File: config.mk
export PLATFORM = sky130hd
export DESIGN_NAME = rrtt_cell
export DESIGN_NICKNAME = d
export VERILOG_FILES = /design/src/sv/rrtt_pkg.sv /design/src/sv/rrtt_cell.sv
export SDC_FILE = /design/constraint.sdc
export NUM_CORES = 1
export LEC_CHECK = 0
export BUFFER_PORTS_ARGS = -buffer_cell sky130_fd_sc_hd__buf_2
export CAP_MARGIN = 20
export CORE_MARGIN = 4
export CORE_UTILIZATION = 25
export DETAILED_ROUTE_END_ITERATION = 8
export HOLD_SLACK_MARGIN = 0.03
export SYNTH_ARGS = -nofsm -noshare
export SYNTH_HDL_FRONTEND = slang
export SYNTH_SLANG_ARGS = --single-unit
File: constraint.sdc
create_clock -name clk -period 8.28 [get_ports clk]
set_clock_uncertainty 0.1 [all_clocks]
set_input_delay 0.414 -clock clk [delete_from_list [all_inputs] [get_ports clk]]
set_output_delay 0.414 -clock clk [all_outputs]
set_load 0.05 [all_outputs]
File: src/sv/rrtt_pkg.sv
`default_nettype none
package rrtt_pkg;

  localparam int TAG_W         = 12;
  localparam int TAG_COUNT_DEF = 63;

  localparam logic [31:0] TIMEOUT_RST = 32'd50000000;

  localparam logic [1:0] CMD_TICK = 2'd0;
  localparam logic [1:0] CMD_READ = 2'd1;
  localparam logic [1:0] CMD_CPL  = 2'd2;

  localparam logic [2:0] EV_ISSUED  = 3'd0;
  localparam logic [2:0] EV_NOFREE  = 3'd1;
  localparam logic [2:0] EV_REFUSED = 3'd2;
  localparam logic [2:0] EV_DONE    = 3'd3;
  localparam logic [2:0] EV_TIMEOUT = 3'd4;

  localparam logic [0:0] REG_TIMEOUT = 1'b0;

  // broadcast from the sequencer to every cell
  typedef struct packed {
    logic             load;
    logic [TAG_W-1:0] load_tag;
    logic             step;
    logic             clear;
    logic             issue;
    logic             cpl_look;
    logic             cpl;
    logic             expire;
    logic [15:0]      cpl_tag;
    logic [63:0]      now;
    logic [31:0]      timeout;
    logic [15:0]      req;
    logic [63:0]      addr;
  } cell_ctl_t;

  // per-cell status, data zero unless the cell is selected
  typedef struct packed {
    logic        tok;
    logic        free_hit;
    logic        exp_hit;
    logic        cpl_hit;
    logic [15:0] req;
    logic [63:0] addr;
  } cell_stat_t;

endpackage
`default_nettype wire

File: src/sv/rrtt_cell.sv
`default_nettype none
module rrtt_cell #(
  parameter int ID = 1
) (
  input  wire logic               clk,
  input  wire logic               rst_n,
  input  wire rrtt_pkg::cell_ctl_t ctl,
  input  wire logic               tok_in,
  output rrtt_pkg::cell_stat_t    stat
);

  logic        valid_r, valid_nxt;
  logic        tok_r, tok_nxt;
  logic [63:0] issue_r;
  logic [31:0] tmo_r;
  logic [15:0] req_r;
  logic [63:0] addr_r;
  logic        free_hit, exp_hit, cpl_hit, expired;

  assign expired  = valid_r && ((ctl.now - issue_r) >= {32'h0, tmo_r});
  assign free_hit = tok_r && !valid_r;
  assign exp_hit  = tok_r && expired;
  assign cpl_hit  = ctl.cpl_look && valid_r && (ctl.cpl_tag == 16'(ID));

  always_comb begin
    if (ctl.clear) begin
      tok_nxt = 1'b0;
    end else if (ctl.load) begin
      tok_nxt = (ctl.load_tag == rrtt_pkg::TAG_W'(ID));
    end else if (ctl.step) begin
      tok_nxt = tok_in;
    end else begin
      tok_nxt = tok_r;
    end
    valid_nxt = valid_r;
    if (ctl.issue && free_hit) begin
      valid_nxt = 1'b1;
    end else if ((ctl.cpl && cpl_hit) || (ctl.expire && exp_hit)) begin
      valid_nxt = 1'b0;
    end
  end

  always_ff @(posedge clk) begin
    if (!rst_n) begin
      valid_r <= 1'b0;
      tok_r   <= 1'b0;
    end else begin
      valid_r <= valid_nxt;
      tok_r   <= tok_nxt;
    end
  end

  always_ff @(posedge clk) begin
    if (ctl.issue && free_hit) begin
      issue_r <= ctl.now;
      tmo_r   <= ctl.timeout;
      req_r   <= ctl.req;
      addr_r  <= ctl.addr;
    end
  end

  always_comb begin
    stat.tok      = tok_r;
    stat.free_hit = free_hit;
    stat.exp_hit  = exp_hit;
    stat.cpl_hit  = cpl_hit;
    stat.req      = (tok_r || cpl_hit) ? req_r : 16'h0;
    stat.addr     = (tok_r || cpl_hit) ? addr_r : 64'h0;
  end

endmodule
`default_nettype wire

# ---- After elaboration in Yosys (flattened, before gate mapping)
# Index checks and enable logic that the tools add are counted.
# W data, S select, Z words.
dict set report op_classes {
  n_addsub 1
  mul 0
  div_mod_pow 0
  order_cmp 1
  eq_ne 2
  n_shift 0
  muxes 6
  bitwise_logic 1
  reduce_logical 14
}
# operator n
set ops {}
lappend ops {{$ge A64 B32 Y1} 1}
lappend ops {{$mux W64} 1}
lappend ops {{$sub A64 B64 Y64} 1}
lappend ops {{$eq A16 B1 Y1 const B} 1}
lappend ops {{$mux W16} 1}
lappend ops {{$eq A12 B1 Y1 const B} 1}
lappend ops {{$logic_and A1 B1 Y1} 8}
lappend ops {{$mux W1} 4}
lappend ops {{$reduce_bool A2 Y1} 2}
lappend ops {{$logic_or A1 B1 Y1} 2}
lappend ops {{$reduce_or A2 Y1} 1}
lappend ops {{$logic_not A1 Y1} 1}
lappend ops {{$not A1 Y1} 1}
dict set report totals {
  ff_bits 178
  latch_bits 0
  ramBits 0
  romBits 0
  in_bits 214
  output_inout_bits 84
  wordCells 31
  mem_count 0
}

# ---- Longest topological paths before layout
# Gate-level depths: netlist (run 1).
dict set report depth {
  word_depth 8
  depth_mapped 25
  ltp_nobuf 24
}

# ---- Worst setup path before layout (run 1)
# No wires, ideal clock.
dict set report synth_timing {
  path_kind {reg2reg}
  from {register tok_r}
  to {register valid_r}
  setup_ns 0.093
  t_arrival_ns 5.562
  required_time_ns 8.087
  path_slack_ns 2.525
  stages_incl_launch_ff 5
  n_path_buf 0
  synth_period_minus_slack_ns 5.755
  path_cell_list {dfxtp_1 nor2b_1 and2_1 o21ai_0 a41oi_2}
}
dict set report synth_via {
  elab_cells_between_ends 7
  cone_classes {mux (1); reduce/logical (6)}
}
# element line_no
set synth_lines {}
lappend synth_lines {{start, declared} rrtt_cell.sv:13} ;# logic tok_r, tok_nxt;
lappend synth_lines {{start signal, assigned} rrtt_cell.sv:49} ;# tok_r <= tok_nxt;
lappend synth_lines {{$logic_and A1 B1 Y1} rrtt_cell.sv:21} ;# assign free_hit = tok_r && !valid_r;
lappend synth_lines {{named net free_hit} rrtt_cell.sv:18} ;# logic free_hit, exp_hit, cpl_hit, expired;
lappend synth_lines {{$logic_and A1 B1 Y1} rrtt_cell.sv:36} ;# if (ctl.issue && free_hit) begin
lappend synth_lines {{$mux W1} rrtt_cell.sv:36}
lappend synth_lines {{named net valid_nxt} rrtt_cell.sv:12} ;# logic valid_r, valid_nxt;
lappend synth_lines {{end signal, assigned} rrtt_cell.sv:48} ;# valid_r <= valid_nxt;
lappend synth_lines {{end, declared} rrtt_cell.sv:12}
# The timed path passes the listed nets, and every way through them passes these cells.
# A chain may end at the register's enable or synchronous reset.

==> impl.org, run 1 <==
** Clock tree
- In this run the number of H-tree levels came out at 4.
- Number of gates resized after cts :: 0
- Root Buffer :: sky130_fd_sc_hd__clkbuf_16
- Largest buffer count on any clock path :: 2
- Clock sinks :: 178
- In this run the post-CTS setup repair buffer count came out at 0.
- For the worst-skew pair, the clock arrives at the later sink with an insertion delay of 0.46 ns.
- Clock transition at the registers of the reported paths :: 0.07 ns
- The number of clock buffers added by TritonCTS is 17.
- Hold Buf Count CTS :: 158
- Clock tree from TritonCTS :: done

** Worst setup path
- CP arrival :: 6.14 ns
- For the worst flop-to-flop path, the logic depth is 21.
- Slowest library cell on the worst path :: sky130_fd_sc_hd__dlygate4sd3_1
- Worst stage delay on the critical path :: 0.53 ns
- Register-to-register setup slack :: 2.93 ns
- Reg-to-reg critical path endpoint :: valid_r
- The worst setup path is of the in -> out kind.
- In this run the worst path has a maximum fanout of 5.
- Family of cells with the greatest summed delay on the critical path :: compound AO/OA/AOI/OAI gates
- R2R Path Start :: issue_r[6]
- Startpoint types :: input port
- Worst endpoint required time :: 7.77 ns
- Most used cell along the critical path :: sky130_fd_sc_hd__nand4_1
- Together, buffers and inverters on the worst path number 5.
- Category of the worst setup path capture point :: output pin

** STA
- Finish-stage setup viols :: 0
- The smallest clock period supported by the final layout is computed as 6.66 ns.
- The number of pins exceeding their max-slew limit in the final report came to 0.
- Setup repair after global routing left no endpoint under its margin.
- In the final timing run, aggregate negative setup slack is 0 ns.
- In this run the tightest slew margin relative to its limit is 0.335.
- For the pin with the worst max-slew slack, the measured transition is 0.998 ns.
- Derived from the worst setup path, the maximum achievable clock frequency is 150 MHz.
- The number of failing hold endpoints at the final stage came to 0.
- Final cycle utilization of the critical path :: 0.804

** Place
- After detailed placement, the design holds a cell count of 2007.
- Once detailed placement completed, the half-perimeter wirelength came to 28.7 mm.
- Port buffer count :: 297
- Routability-driven placement finished with a final weighted congestion of 0.990.

** Worst hold path
- Worst hold path stage count :: 1
- Start point of the worst hold path :: ctl[161]
- The worst hold path terminates at issue_r[49].
- The path class of the tightest hold or removal check is in -> reg.

** Yosys
- In the synthesized netlist the async set-or-reset flop fraction comes to 0.
- In this run the cell area of the synthesized design comes to 11600 um2.
- Of the total synthesized cell area, the portion taken by full adders, half adders and majority gates is 0.104.
- The most used flip-flop cell after synthesis is sky130_fd_sc_hd__edfxtp_1.
- Of the total synthesized cell area, the portion taken by AND, OR, NAND and NOR gates is 0.172.
- Measured against the total synthesized area, the mux share comes to 0.00701.
- In this run, synthesis produced a sequential element count of 178.
- For this run, the number of Yosys warnings is 0.
- Top cell type's share of synthesized area :: 0.456
- Synth unique cells :: 80
- Area leader, netlist :: sky130_fd_sc_hd__edfxtp_1
- Mean post-synth cell area :: 10.0 um2
- Sorting the synthesized cells by area gives the leading types as sky130_fd_sc_hd__edfxtp_1, sky130_fd_sc_hd__ha_1, sky130_fd_sc_hd__and2_1.
- Register area share after synthesis :: 0.459
- Fraction of the mapped netlist area in compound gates :: 0.168
- Parity-gate share of the synthesized area counting xor and xnor cells :: 0.0340
- Counting every net in the synthesized netlist gives 1466.
- The synthesized design contains 176 enable-type register cells.
- Cell count after synthesis :: 1156
- After synthesis, the largest family of logic cells by area is simple AND/OR/NAND/NOR gates.

** Layout
- Relative to the synthesized area, the layout overhead comes to 36.4%.
- Layout cells sized above 1 :: 0.222
- Final cell count without fillers :: 2199
- For this run, the post-layout net count is 1895.

** Run
- Max-cap violations in this run came to 0.

** Power and ir drop
- Static Leakage :: 0.00678 uW
- Total power divided by cell area :: 142 nW/um2
- Largest voltage drop on the vdd net :: 0.150 mV

** Status
- Status :: complete, no violations

** GRT
- Wire length of the first global-routing pass :: 57.1 mm
- The number of antenna violations at the first check in global routing was 2.
- Sum of overflow across all layers after global routing :: 0
- Entering global routing, the biggest net connects 81 pins.
- Combined global-route utilization of all metal layers :: 0.142
- Number of global-route vias before repair :: 10500

** Drt
- Post-route ant nets :: 0
- Wire length per cell :: 16.8 um
- For this block, the routed nets add up to 36.9 mm of wire.
- After detailed routing, the number of vias per cell comes to 4.79.
- In the routed design, unresolved DRC markers number 0.
- Drt pass-1 iters :: 6
- For this block, the via count after detailed routing is 10500.
- After the first detailed-routing iteration, the DRC count stood at 774.

** Die
- The die is 223 um wide.
- The floorplan has 78 rows.
- In this run the standard cell core region covers 45600 um2.
- In this run the count of I/O pins placed on the die edge is 298.
- Measured along the y axis, the die boundary spans 223 um.
- The initial utilization of the core area, before any placement, comes to 0.254.
- Total die area :: 49900 um2
[metal layers]
layer,vias to the layer above,part of all wire,global-route usage
li1,5114,-,-
met1,4952,0.44,0.180
met2,420,0.48,0.247
met3,54,0.060,0.0230
met4,2,0.022,0.0489
met5,-,0.00035,0
[placed cells by master, fill, tap and decap left out, drive strengths merged, types with 11 or more instances in the layout]
master and instances:
edfxtp 176, xnor2 24, nor3 26, nand4 35, clkbuf 18, a21oi 93
ha 95, o21bai 12, dlygate4sd3 158, nor4 12, a211oi 11, nand2 72
a21o 25, and2 92, o21ai 59, a31oi 11, xor2 21, nand3 24
nor2 70, buf 300, inv 114, o211ai 12
[area by class of cell]
class / instances / area, um2
diodes: 1 / 2.50
clock buffers: 18 / 429
clock inverters: 14 / 163
fillers: 4544 / 29800
inverters: 112 / 420
multi-input cells: 818 / 5620
flip-flops and latches: 178 / 5330
well taps: 600 / 751
repair buffers: 458 / 3100
[report_power, final]
part | internal, uW | total, uW | switching, uW
clock network | 473 | 847 | 374
logic | 186 | 402 | 216
registers | 997 | 998 | 1.64
total | 1660 | 2250 | 591
[registers in the layout, summed over array words and instances (netlist names)]
name / cells
valid_r: 1
issue_r: 64
tmo_r: 32
tok_r: 1
addr_r: 64
req_r: 16
[cells in the mapped netlist, types with 5 or more instances]
cell	instances
sky130_fd_sc_hd__clkbuf_1	28
sky130_fd_sc_hd__o21bai_1	12
sky130_fd_sc_hd__nor4_1	11
sky130_fd_sc_hd__o31ai_1	6
sky130_fd_sc_hd__nor3_1	25
sky130_fd_sc_hd__o21a_1	6
sky130_fd_sc_hd__buf_4	6
sky130_fd_sc_hd__a31oi_1	9
sky130_fd_sc_hd__nand2b_1	5
sky130_fd_sc_hd__or3_1	6
sky130_fd_sc_hd__nand4_1	35
sky130_fd_sc_hd__or2_2	5
sky130_fd_sc_hd__nor2_1	70
sky130_fd_sc_hd__a21oi_1	90
sky130_fd_sc_hd__o21ai_0	54
sky130_fd_sc_hd__a211oi_1	10
sky130_fd_sc_hd__o211ai_1	12
sky130_fd_sc_hd__inv_1	112
sky130_fd_sc_hd__edfxtp_1	176
sky130_fd_sc_hd__ha_1	95
sky130_fd_sc_hd__o2111ai_1	9
sky130_fd_sc_hd__nand2_1	72
sky130_fd_sc_hd__nand3_1	24
sky130_fd_sc_hd__a21o_1	25
sky130_fd_sc_hd__and3_1	7
sky130_fd_sc_hd__mux2i_1	7
sky130_fd_sc_hd__and2_1	89
sky130_fd_sc_hd__xor2_1	21
sky130_fd_sc_hd__xnor2_1	24
sky130_fd_sc_hd__buf_2	12
[cells by family after synthesis]
| logic type | after synthesis |
|---|---|
| adder cells (fa/ha/maj) | 96 |
| AO/OA/AOI/OAI | 293 |
| XOR/XNOR | 45 |
| buffers and inverters | 160 |
| multiplexers | 8 |
| flip-flops | 178 |
| AND/OR/NAND/NOR | 376 |
[per-stage QoR]
| stage | area [um2] | util | hold slack, ns | setup WS [ns] | power [uW] |
|---|---|---|---|---|---|
| 3_5_place_dp | 13600 | 0.299 | 0.430 | 2.23 | 1350 |
| 3_3_place_gp | 13600 | 0.299 | 0.426 | 2.28 | 1340 |
| 5_1_grt | 15800 | 0.347 | 0.0347 | 1.23 | 2350 |
| 4_1_cts | 15800 | 0.347 | 0.0301 | 1.67 | 2270 |
| 2_1_floorplan | 11600 | - | 0.369 | 2.53 | 1230 |
| 6_report | 15800 | 0.347 | 0.0587 | 1.62 | 2250 |
[worst max-delay path by stage]
stage	startpoint	cells past startpoint	to
after detailed placement	ctl[112]	24	stat[81]
final	ctl[112]	25	stat[81]
after global placement	ctl[112]	24	stat[81]
after CTS	ctl[112]	25	stat[81]
after floorplan	tok_r	4	valid_r
after global routing	ctl[112]	25	stat[81]
Note: power is estimated with default switching activity, not from simulation.
==> inputs of run 2 (changes only) <==
--- a/config.mk
+++ b/config.mk
@@ -5,6 +5,7 @@
 export SDC_FILE = /design/constraint.sdc
 export NUM_CORES = 1
 export LEC_CHECK = 0
+export ABC_AREA = 1
 export BUFFER_PORTS_ARGS = -buffer_cell sky130_fd_sc_hd__buf_2
 export CAP_MARGIN = 20
 export CORE_MARGIN = 4
==> constraint.sdc (replaced) <==
create_clock -name clk -period 5.6 [get_ports clk]
set_clock_uncertainty 0.1 [all_clocks]
set_input_delay 0.28 -clock clk [delete_from_list [all_inputs] [get_ports clk]]
set_output_delay 0.28 -clock clk [all_outputs]
set_load 0.05 [all_outputs]
==> run 2 against run 1 <==
  * Via count is 21% higher
  * Hold slack better by 0.33 ns
  * Routed wire length is 21% higher
  * Sequential power is 49% higher
  * Combinational power is 86% higher
  * Die area is 14% higher
  * Sequential share of layout area is 4.1 points lower
  * Synthesized cell count is 63% higher
==> impl.org, run 2 <==
** GRT
- The leftover overflow at the end of global routing is 0 (unchanged).
- The overall fraction of global-route tracks in use was 0.155 (+0.0131).
- The number of antenna violations at the first check in global routing came to 1 (-1).
- Wire length of the first global-routing pass :: 67.9 mm (+19%)
- The number of global-route vias before repair came to 12500 (+19%).
- Pin count of the biggest net entering global routing :: 102 (+26%)

** Clock tree
- Number of H-tree levels :: 4 (unchanged)
- The clock-pin transition on the worst setup and hold timing paths was 0.08 ns (about the same).
- The maximum root-to-sink buffer count is 2 (unchanged).
- Number of gates resized after cts :: 0 (unchanged)
- The number of clock buffers inserted by TritonCTS was 17 (unchanged).
- The clock latency at the later pin of the worst-skew pair is 0.48 ns (+0.02 ns).
- TritonCTS built the clock tree.
- Clock tree synthesis selected as its root buffer the cell sky130_fd_sc_hd__clkbuf_16.
- Clock sinks :: 178 (unchanged)

** Power and ir drop
- Static Leakage :: 0.00987 uW (+46%)
- The power density normalized to cell area is 194 nW/um2 (+36%).
- The peak supply drop is 0.222 mV (+48%).
- Final Power :: 3500 uW (+56%)

** Drt
- The number of search-and-repair iterations in the first detailed-routing pass was 5 (-1).
- Average vias per placed instance :: 4.15 (-14%)
- The number of DRC markers after the initial detailed-route iteration was 750 (-3.1%).
- DRC violation count after routing :: 0 (unchanged)
- Wire length per cell :: 14.5 um (-14%)
- Post-route ant nets :: 0 (unchanged)
- The total via count in the routed design is 12700 (+21%).
- The overall routed net length came to 44.6 mm (+21%).

** Yosys
- Warning count from the yosys run :: 0 (unchanged)
- Top cells by area, synth :: sky130_fd_sc_hd__edfxtp_1, sky130_fd_sc_hd__nand2_1, sky130_fd_sc_hd__inv_1
- Area leader, netlist :: sky130_fd_sc_hd__edfxtp_1
- The async set-reset flop share out of synthesis came to 0 (unchanged).
- Prevailing post-synth register cell :: sky130_fd_sc_hd__edfxtp_1
- Most numerous cell in the Yosys netlist :: sky130_fd_sc_hd__nand2_1
- The total nets after synthesis came to 2196 (+50%).
- EDFF count, synth :: 176 (unchanged)
- The proportion of netlist area held by the largest area contributor is 0.398 (-0.0581).
- Synth unique cells :: 41 (-49%)
- Top cells by instance count after synthesis :: sky130_fd_sc_hd__nand2_1, sky130_fd_sc_hd__inv_1, sky130_fd_sc_hd__nor2_1
- The portion of the post-synthesis area used by sequential elements is 0.401 (-0.0586).
- The summed instance area of the synthesized netlist is 13300 um2 (+15%).
- Cell count after synthesis :: 1886 (+63%)
- Mean post-synth cell area :: 7.05 um2 (-30%)
- The number of storage elements in the synthesis netlist is 178 (unchanged).

** Worst setup path
- The worst endpoint data arrival time came to 4.41 ns (-1.73 ns).
- The required time at the worst-slack endpoint is 5.22 ns (-2.55 ns).
- The worst setup path is launched from an input port.
- Category of the worst setup path capture point :: output pin
- WS Path Type :: in -> out
- The largest fanout on the critical path came to 3 (-2).

** STA
- The relative max-transition margin is 0.514 (+0.179).
- Setup repair after global routing left no endpoint under its margin.
- The final hold slack was 0.392 ns (+0.334 ns).
- Final cycle utilization of the critical path :: 0.855
- The final setup violation count was 0 (unchanged).
- The number of failing hold endpoints at the final stage came to 0 (unchanged).
- Maximum operating frequency :: 209 MHz
- The slew at the pin closest to its max-slew limit was 0.729 ns (-0.269 ns).
- The setup TNS was 0 ns (unchanged).
- The final setup slack of the worst path was 0.812 ns (-0.810 ns).
- The number of pins exceeding their max-slew limit in the final report came to 0 (unchanged).
- Min Tclk post-route :: 4.79 ns

** Die
- The die width is 239 um (+6.8%).
- The die extent in y came to 239 um (+6.8%).
- Number of top-level pins :: 298 (unchanged)
- The number of core rows was 84 (+7.7%).
- Total die area :: 56900 um2 (+14%)
- Core Box Area :: 52600 um2 (+15%)
- The starting density of the core came to 0.253 (-0.00152).

** Layout
- Commonest non-fill, non-tap cell in the layout :: sky130_fd_sc_hd__nand2_1
- Final cell count without fillers :: 3074 (+40%)
- The number of inserted filler cells in the final layout came to 5562 (+22%).
- Net total in the final layout :: 2682 (+42%)
- Layout cells sized above 1 :: 0.165 (-0.0570)
- The library cells used most frequently in the layout, excluding fill and tap cells, are sky130_fd_sc_hd__nand2_1, sky130_fd_sc_hd__inv_1, sky130_fd_sc_hd__buf_2.
- Largest registers :: addr_r: 64 flops, issue_r: 64 flops, tmo_r: 32 flops
- Area growth from synthesis to layout :: 35.8%

** Run
- The number of max-cap violations came to 0 (unchanged).

** Status
- Status :: complete, no violations

** Place
- # placed instances :: 2861 (+43%)
- The worst slack at placement is 1.41 ns (-0.828 ns).
- Port buffer count :: 297 (unchanged)
- Post-detail-place hpwl :: 36.2 mm (+26%)
- The global placer's final weighted congestion was 0.935 (-5.6%).

** Worst hold path
- The tightest min-delay check is of the in -> reg type.
==> run 2: cell types whose count changed after synthesis, sizes merged, moves of 26 or more <==
cell   previous run  this run
nor2             70       194
a21oi            93        67
inv             112       510
o21ai            59         9
and2             92         4
nand2            72       660
==> run 2: power breakdown <==
group / switching, uW / internal (uW) / total, uW
registers: 4.73 / 1480 / 1490
logic: 442 / 306 / 748
clock network: 648 / 612 / 1260
==> run 2: path summary, 6_finish.rpt <==
| check | startpoint | to | cells past startpoint | slack [ns] |
|---|---|---|---|---|
| setup reg to reg | issue_r[24] | valid_r | 24 | 1.07 |
| hold / removal | ctl[105] | tmo_r[25] | 2 | 0.39 |
| setup / recovery | ctl[112] | stat[81] | 22 | 0.81 |
| hold reg to reg | valid_r | addr_r[39] | 3 | 1.03 |
==> run 2: cell families after synthesis <==
group	share of synthesized area
AO/OA/AOI/OAI	0.0365
XOR/XNOR	0.0211
adder cells (fa/ha/maj)	0.0910
buffers and inverters	0.149
flip-flops	0.401
AND/OR/NAND/NOR	0.302
==> run 2: metal layers <==
metal / vias to the layer above / track usage / part of all wire
met3: 55 / 0.0352 / 0.058
met4: 0 / 0.0508 / 0.029
met1: 5681 / 0.192 / 0.44
met5: - / 0 / 0
li1: 6661 / - / -
met2: 348 / 0.269 / 0.47
==> run 2: layout make-up <==
| cell class | count | area [um2] | area share |
|---|---|---|---|
| multi-input cells | 1184 | 5980 | 0.332 |
| flip-flops and latches | 178 | 5330 | 0.295 |
| repair buffers | 479 | 3320 | 0.184 |
| inverters | 512 | 1930 | 0.107 |
| well taps | 688 | 861 | 0.0477 |
| clock buffers | 17 | 425 | 0.0236 |
| clock inverters | 15 | 201 | 0.0112 |
| diodes | 1 | 2.50 | 0.000139 |
==> run 2: per-stage QoR <==
| step | instance area [um2] | util |
|---|---|---|
| 2_1_floorplan | 13300 | - |
| 3_3_place_gp | 15600 | 0.297 |
| 3_5_place_dp | 15600 | 0.297 |
| 4_1_cts | 18000 | 0.343 |
| 5_1_grt | 18000 | 0.343 |
| 6_report | 18000 | 0.343 |
==> run 2: what timing repair did <==
action | in CTS | in global routing
endpoints found under the hold margin | 178 | 0
hold buffers | 180 | 0
buffers inserted | 0 | 0
==> run 2: critical path, cell delays in order <==
cell	delay, ns
sky130_fd_sc_hd__dlygate4sd3_1	0.55
sky130_fd_sc_hd__buf_2	0.13
sky130_fd_sc_hd__inv_1	0.05
sky130_fd_sc_hd__ha_1	0.14
sky130_fd_sc_hd__inv_1	0.06
sky130_fd_sc_hd__fa_1	0.39
sky130_fd_sc_hd__nand3_1	0.15
sky130_fd_sc_hd__nand3_1	0.16
sky130_fd_sc_hd__nand3_1	0.11
sky130_fd_sc_hd__nand3b_1	0.21
sky130_fd_sc_hd__nand2_1	0.12
sky130_fd_sc_hd__nand2_1	0.12
sky130_fd_sc_hd__xor2_1	0.17
sky130_fd_sc_hd__ha_1	0.28
sky130_fd_sc_hd__nand2_1	0.06
sky130_fd_sc_hd__or4_1	0.45
sky130_fd_sc_hd__a21oi_1	0.27
sky130_fd_sc_hd__nor2_1	0.08
sky130_fd_sc_hd__nand2_1	0.12
sky130_fd_sc_hd__nor2_2	0.07
sky130_fd_sc_hd__a21oi_1	0.13
sky130_fd_sc_hd__buf_2	0.29
==> inputs of run 3 (changes only) <==
--- a/config.mk
+++ b/config.mk
@@ -9,9 +9,10 @@
 export BUFFER_PORTS_ARGS = -buffer_cell sky130_fd_sc_hd__buf_2
 export CAP_MARGIN = 20
 export CORE_MARGIN = 4
-export CORE_UTILIZATION = 25
+export CORE_UTILIZATION = 50
 export DETAILED_ROUTE_END_ITERATION = 8
 export HOLD_SLACK_MARGIN = 0.03
+export PLACE_DENSITY = 0.78
 export SYNTH_ARGS = -nofsm -noshare
 export SYNTH_HDL_FRONTEND = slang
 export SYNTH_SLANG_ARGS = --single-unit
==> run 3 against run 2 <==
  * Global-route usage is 18 points higher
  * First-iteration DRC count is 97% higher
  * Critical path type unchanged
  * Count of clock-buffer cells in the layout stayed put
  * Highest routed layer is now met5
  * Hold slack better by 0.051 ns
  * Critical endpoint unchanged
==> impl.org, run 3 (synthesized netlist as in run 2, its figures left out) <==
** Place
- Post-detail-place hpwl :: 36.1 mm (-0.18%)
- The worst slack at placement was 1.34 ns (-0.0629 ns).
- The global placer's final weighted congestion came to 0.971 (+3.8%).
- The standard cell area after detailed placement is 15200 um2 (-2.9%).
- The count of buffers inserted at the top-level ports is 297 (unchanged).

** STA
- Pins Over Slew Limit :: 0 (unchanged)
- The post-route clock period utilization came to 0.881 (+0.0262).
- The number of failing hold endpoints at the final stage was 0 (unchanged).
- Normalized max-slew margin :: 0.396 (-0.118)
- The shortest clock period the worst path allows after layout came to 4.93 ns (+0.146 ns).
- Aggregate negative setup slack :: 0 ns (unchanged)
- Maximum operating frequency :: 203 MHz (-3.0%)
- Setup repair after global routing left no endpoint under its margin.
- Final worst-path setup slack :: 0.666 ns (-0.146 ns)
- Finish-stage setup viols :: 0 (unchanged)
- The slew at the pin closest to its max-slew limit came to 0.906 ns (+0.178 ns).

** Drt
- Number of DRC violations after detailed-routing iteration 0 :: 1480 (+97%)
- The count of unresolved DRC violations after routing was 0 (unchanged).
- The overall routed net length came to 50.7 mm (+14%).
- Average vias per placed instance :: 5.04 (+22%)
- The routed length per placed instance came to 18.6 um (+28%).
- Drt pass-1 iters :: 6 (+1)
- The total via count in the routed design came to 13800 (+7.9%).
- Post-route ant nets :: 0 (unchanged)

** Clock tree
- Clock transition at the registers of the reported paths :: 0.09 ns (about the same)
- The post-CTS repair timing setup buffer count came to 0 (unchanged).
- The number of levels the H-tree was split into is 4 (unchanged).
- The number of clock buffers inserted by TritonCTS was 17 (unchanged).
- TritonCTS built the clock tree.
- The number of sinks handled by clock tree synthesis was 178 (unchanged).
- Clock insertion delay at the later pin of the skew report :: 0.44 ns (-0.04 ns)
- Number of gates resized after cts :: 0 (unchanged)
- Largest buffer count on any clock path :: 2 (unchanged)
- The cell sitting at the root of the clock tree is a sky130_fd_sc_hd__clkbuf_16.

** GRT
- The number of antenna violations at the first check in global routing came to 11 (+10).
- The leftover overflow at the end of global routing is 0 (unchanged).
- Number of global-route vias before repair :: 13600 (+9.0%)
- The overall fraction of global-route tracks in use came to 0.340 (+0.184).
- Wire length of the first global-routing pass :: 75.0 mm (+11%)
- The maximum number of pins on one net before global-route repair is 99 (-2.9%).

** Worst setup path
- Maximum fanout along the worst path :: 3 (unchanged)
- Traced cell by cell, the critical path runs through dlygate4sd3_1 -> buf_2 -> inv_1 -> ha_1 -> inv_1 -> fa_1 -> nand3_1 -> nand3_1 -> nand3_1 -> nand3b_1 -> nand2_1 -> nand2_1 -> xor2_1 -> ha_1 -> nand2_1 -> or4_1 -> a21oi_1 -> nor2_1 -> nand2_1 -> nor2_2 -> a21oi_1 -> buf_2.
- STA classifies the critical path endpoint as an output pin.
- STA classifies the critical path startpoint as an input port.
- CP arrival :: 4.55 ns (+0.14 ns)
- The largest stage delay on the critical path was 0.55 ns (about the same).
- WS Path Type :: in -> out
- Slowest library cell on the worst path :: sky130_fd_sc_hd__dlygate4sd3_1
- Worst endpoint required time :: 5.22 ns (about the same)
- Most used cell along the critical path :: sky130_fd_sc_hd__nand2_1

** Power and ir drop
- The peak supply drop came to 0.188 mV (-15%).
- Static Leakage :: 0.00988 uW (about the same)
- The combinational share of power was 0.217 (+0.003).
- Total power divided by cell area :: 203 nW/um2 (+4.8%)
- The switching share of total power is 0.316 (+0.00265).
- The share of total power in the clock network came to 0.367 (+0.007).
- The internal power contribution came to 2450 uW (+1.9%).
- The switching power summed over all nets is 1130 uW (+3.2%).
- Sequential group share of total power :: 0.416 (-0.010)

** Layout
- Most used cells in the layout excluding fill and tap cells :: sky130_fd_sc_hd__nand2_1, sky130_fd_sc_hd__inv_1, sky130_fd_sc_hd__buf_2
- The final core area utilization came to 0.674 (+0.331).
- Area growth from synthesis to layout :: 32.6%
- The fraction of layout instances using a drive strength above 1 was 0.166 (+0.000350).
- The final net count came to 2683 (+0.037%).
- Commonest non-fill, non-tap cell in the layout :: sky130_fd_sc_hd__nand2_1
- Post-route cell area :: 17600 um2 (-2.3%)
- Largest registers :: addr_r: 64 flops, issue_r: 64 flops, tmo_r: 32 flops

** Worst hold path
- The tightest min-delay check is of the in -> reg type.

** Die
- Total die area :: 29200 um2 (-49%)
- Number of placement rows :: 59 (-30%)
- Initial core utilization :: 0.508 (+0.256)
- The die width was 171 um (-28%).
- Core Box Area :: 26100 um2 (-50%)
- Die outline height :: 171 um (-28%)
- The number of I/O pins was 298 (unchanged).

** Run
- The number of max-cap violations is 0 (unchanged).

** Status
- Status :: complete, no violations
## run 3: changes by cell type in the layout (fill, tap and decap cells not counted), sizes merged
cell,before,now
clkinv,11,9
clkinvlp,0,1
buf,299,300
bufinv,0,1
diode,1,9
## run 3: power by group through the flow
stage               combinational [uW]  clock (uW)  sequential [uW]
floorplan                          413           0             1520
CTS                                747        1320             1490
finish                             776        1310             1490
global route                       851        1380             1490
global placement                   622           0             1520
detailed placement                 638           0             1520
## run 3: final timing paths
| kind | startpoint | to | slack (ns) | depth (start not counted) |
|---|---|---|---|---|
| worst max-delay path | ctl[112] | stat[81] | 0.67 | 22 |
| worst min-delay path | ctl[82] | tmo_r[2] | 0.44 | 2 |
| worst max register to register | issue_r[0] | valid_r | 0.89 | 27 |
| worst min register to register | valid_r | valid_r | 1.17 | 5 |
## run 3: layer usage
layer | wire length [um] | global-route usage
met5 | 27 | 0
met4 | 3380 | 0.197
met3 | 4560 | 0.0903
met2 | 23800 | 0.568
met1 | 18900 | 0.393
## run 3: layout make-up
type	instances	area [um2]
clock buffer	17	425
inverter	512	1930
clock inverter	15	211
sequential	178	5330
timing repair buffer	480	3310
tap	335	419
fill	2126	8510
multi-input combinational	1184	5980
antenna	9	22.5
## run 3: worst max-delay path, delay by kind of cell
kind,cells,cell delay (ns)
AO/OA/AOI/OAI,2,0.38
XOR/XNOR,1,0.15
AND/OR/NAND/NOR,11,1.71
buffers and inverters,5,1.13
adder cells (fa/ha/maj),3,0.87
## run 3: timing repair
item / in CTS / in global routing
hold buffers: 180 / 0
endpoints found under the setup margin: 0 / 0
endpoints found under the hold margin: 178 / 0
## run 3: through the flow
step           cells  power [uW]  hold slack (ns)
2_1_floorplan   1886        1930            0.259
3_3_place_gp    2509        2140            0.357
3_5_place_dp    2509        2160            0.353
4_1_cts         2721        3560            0.425
5_1_grt         2729        3720            0.446
6_report        2730        3580            0.443
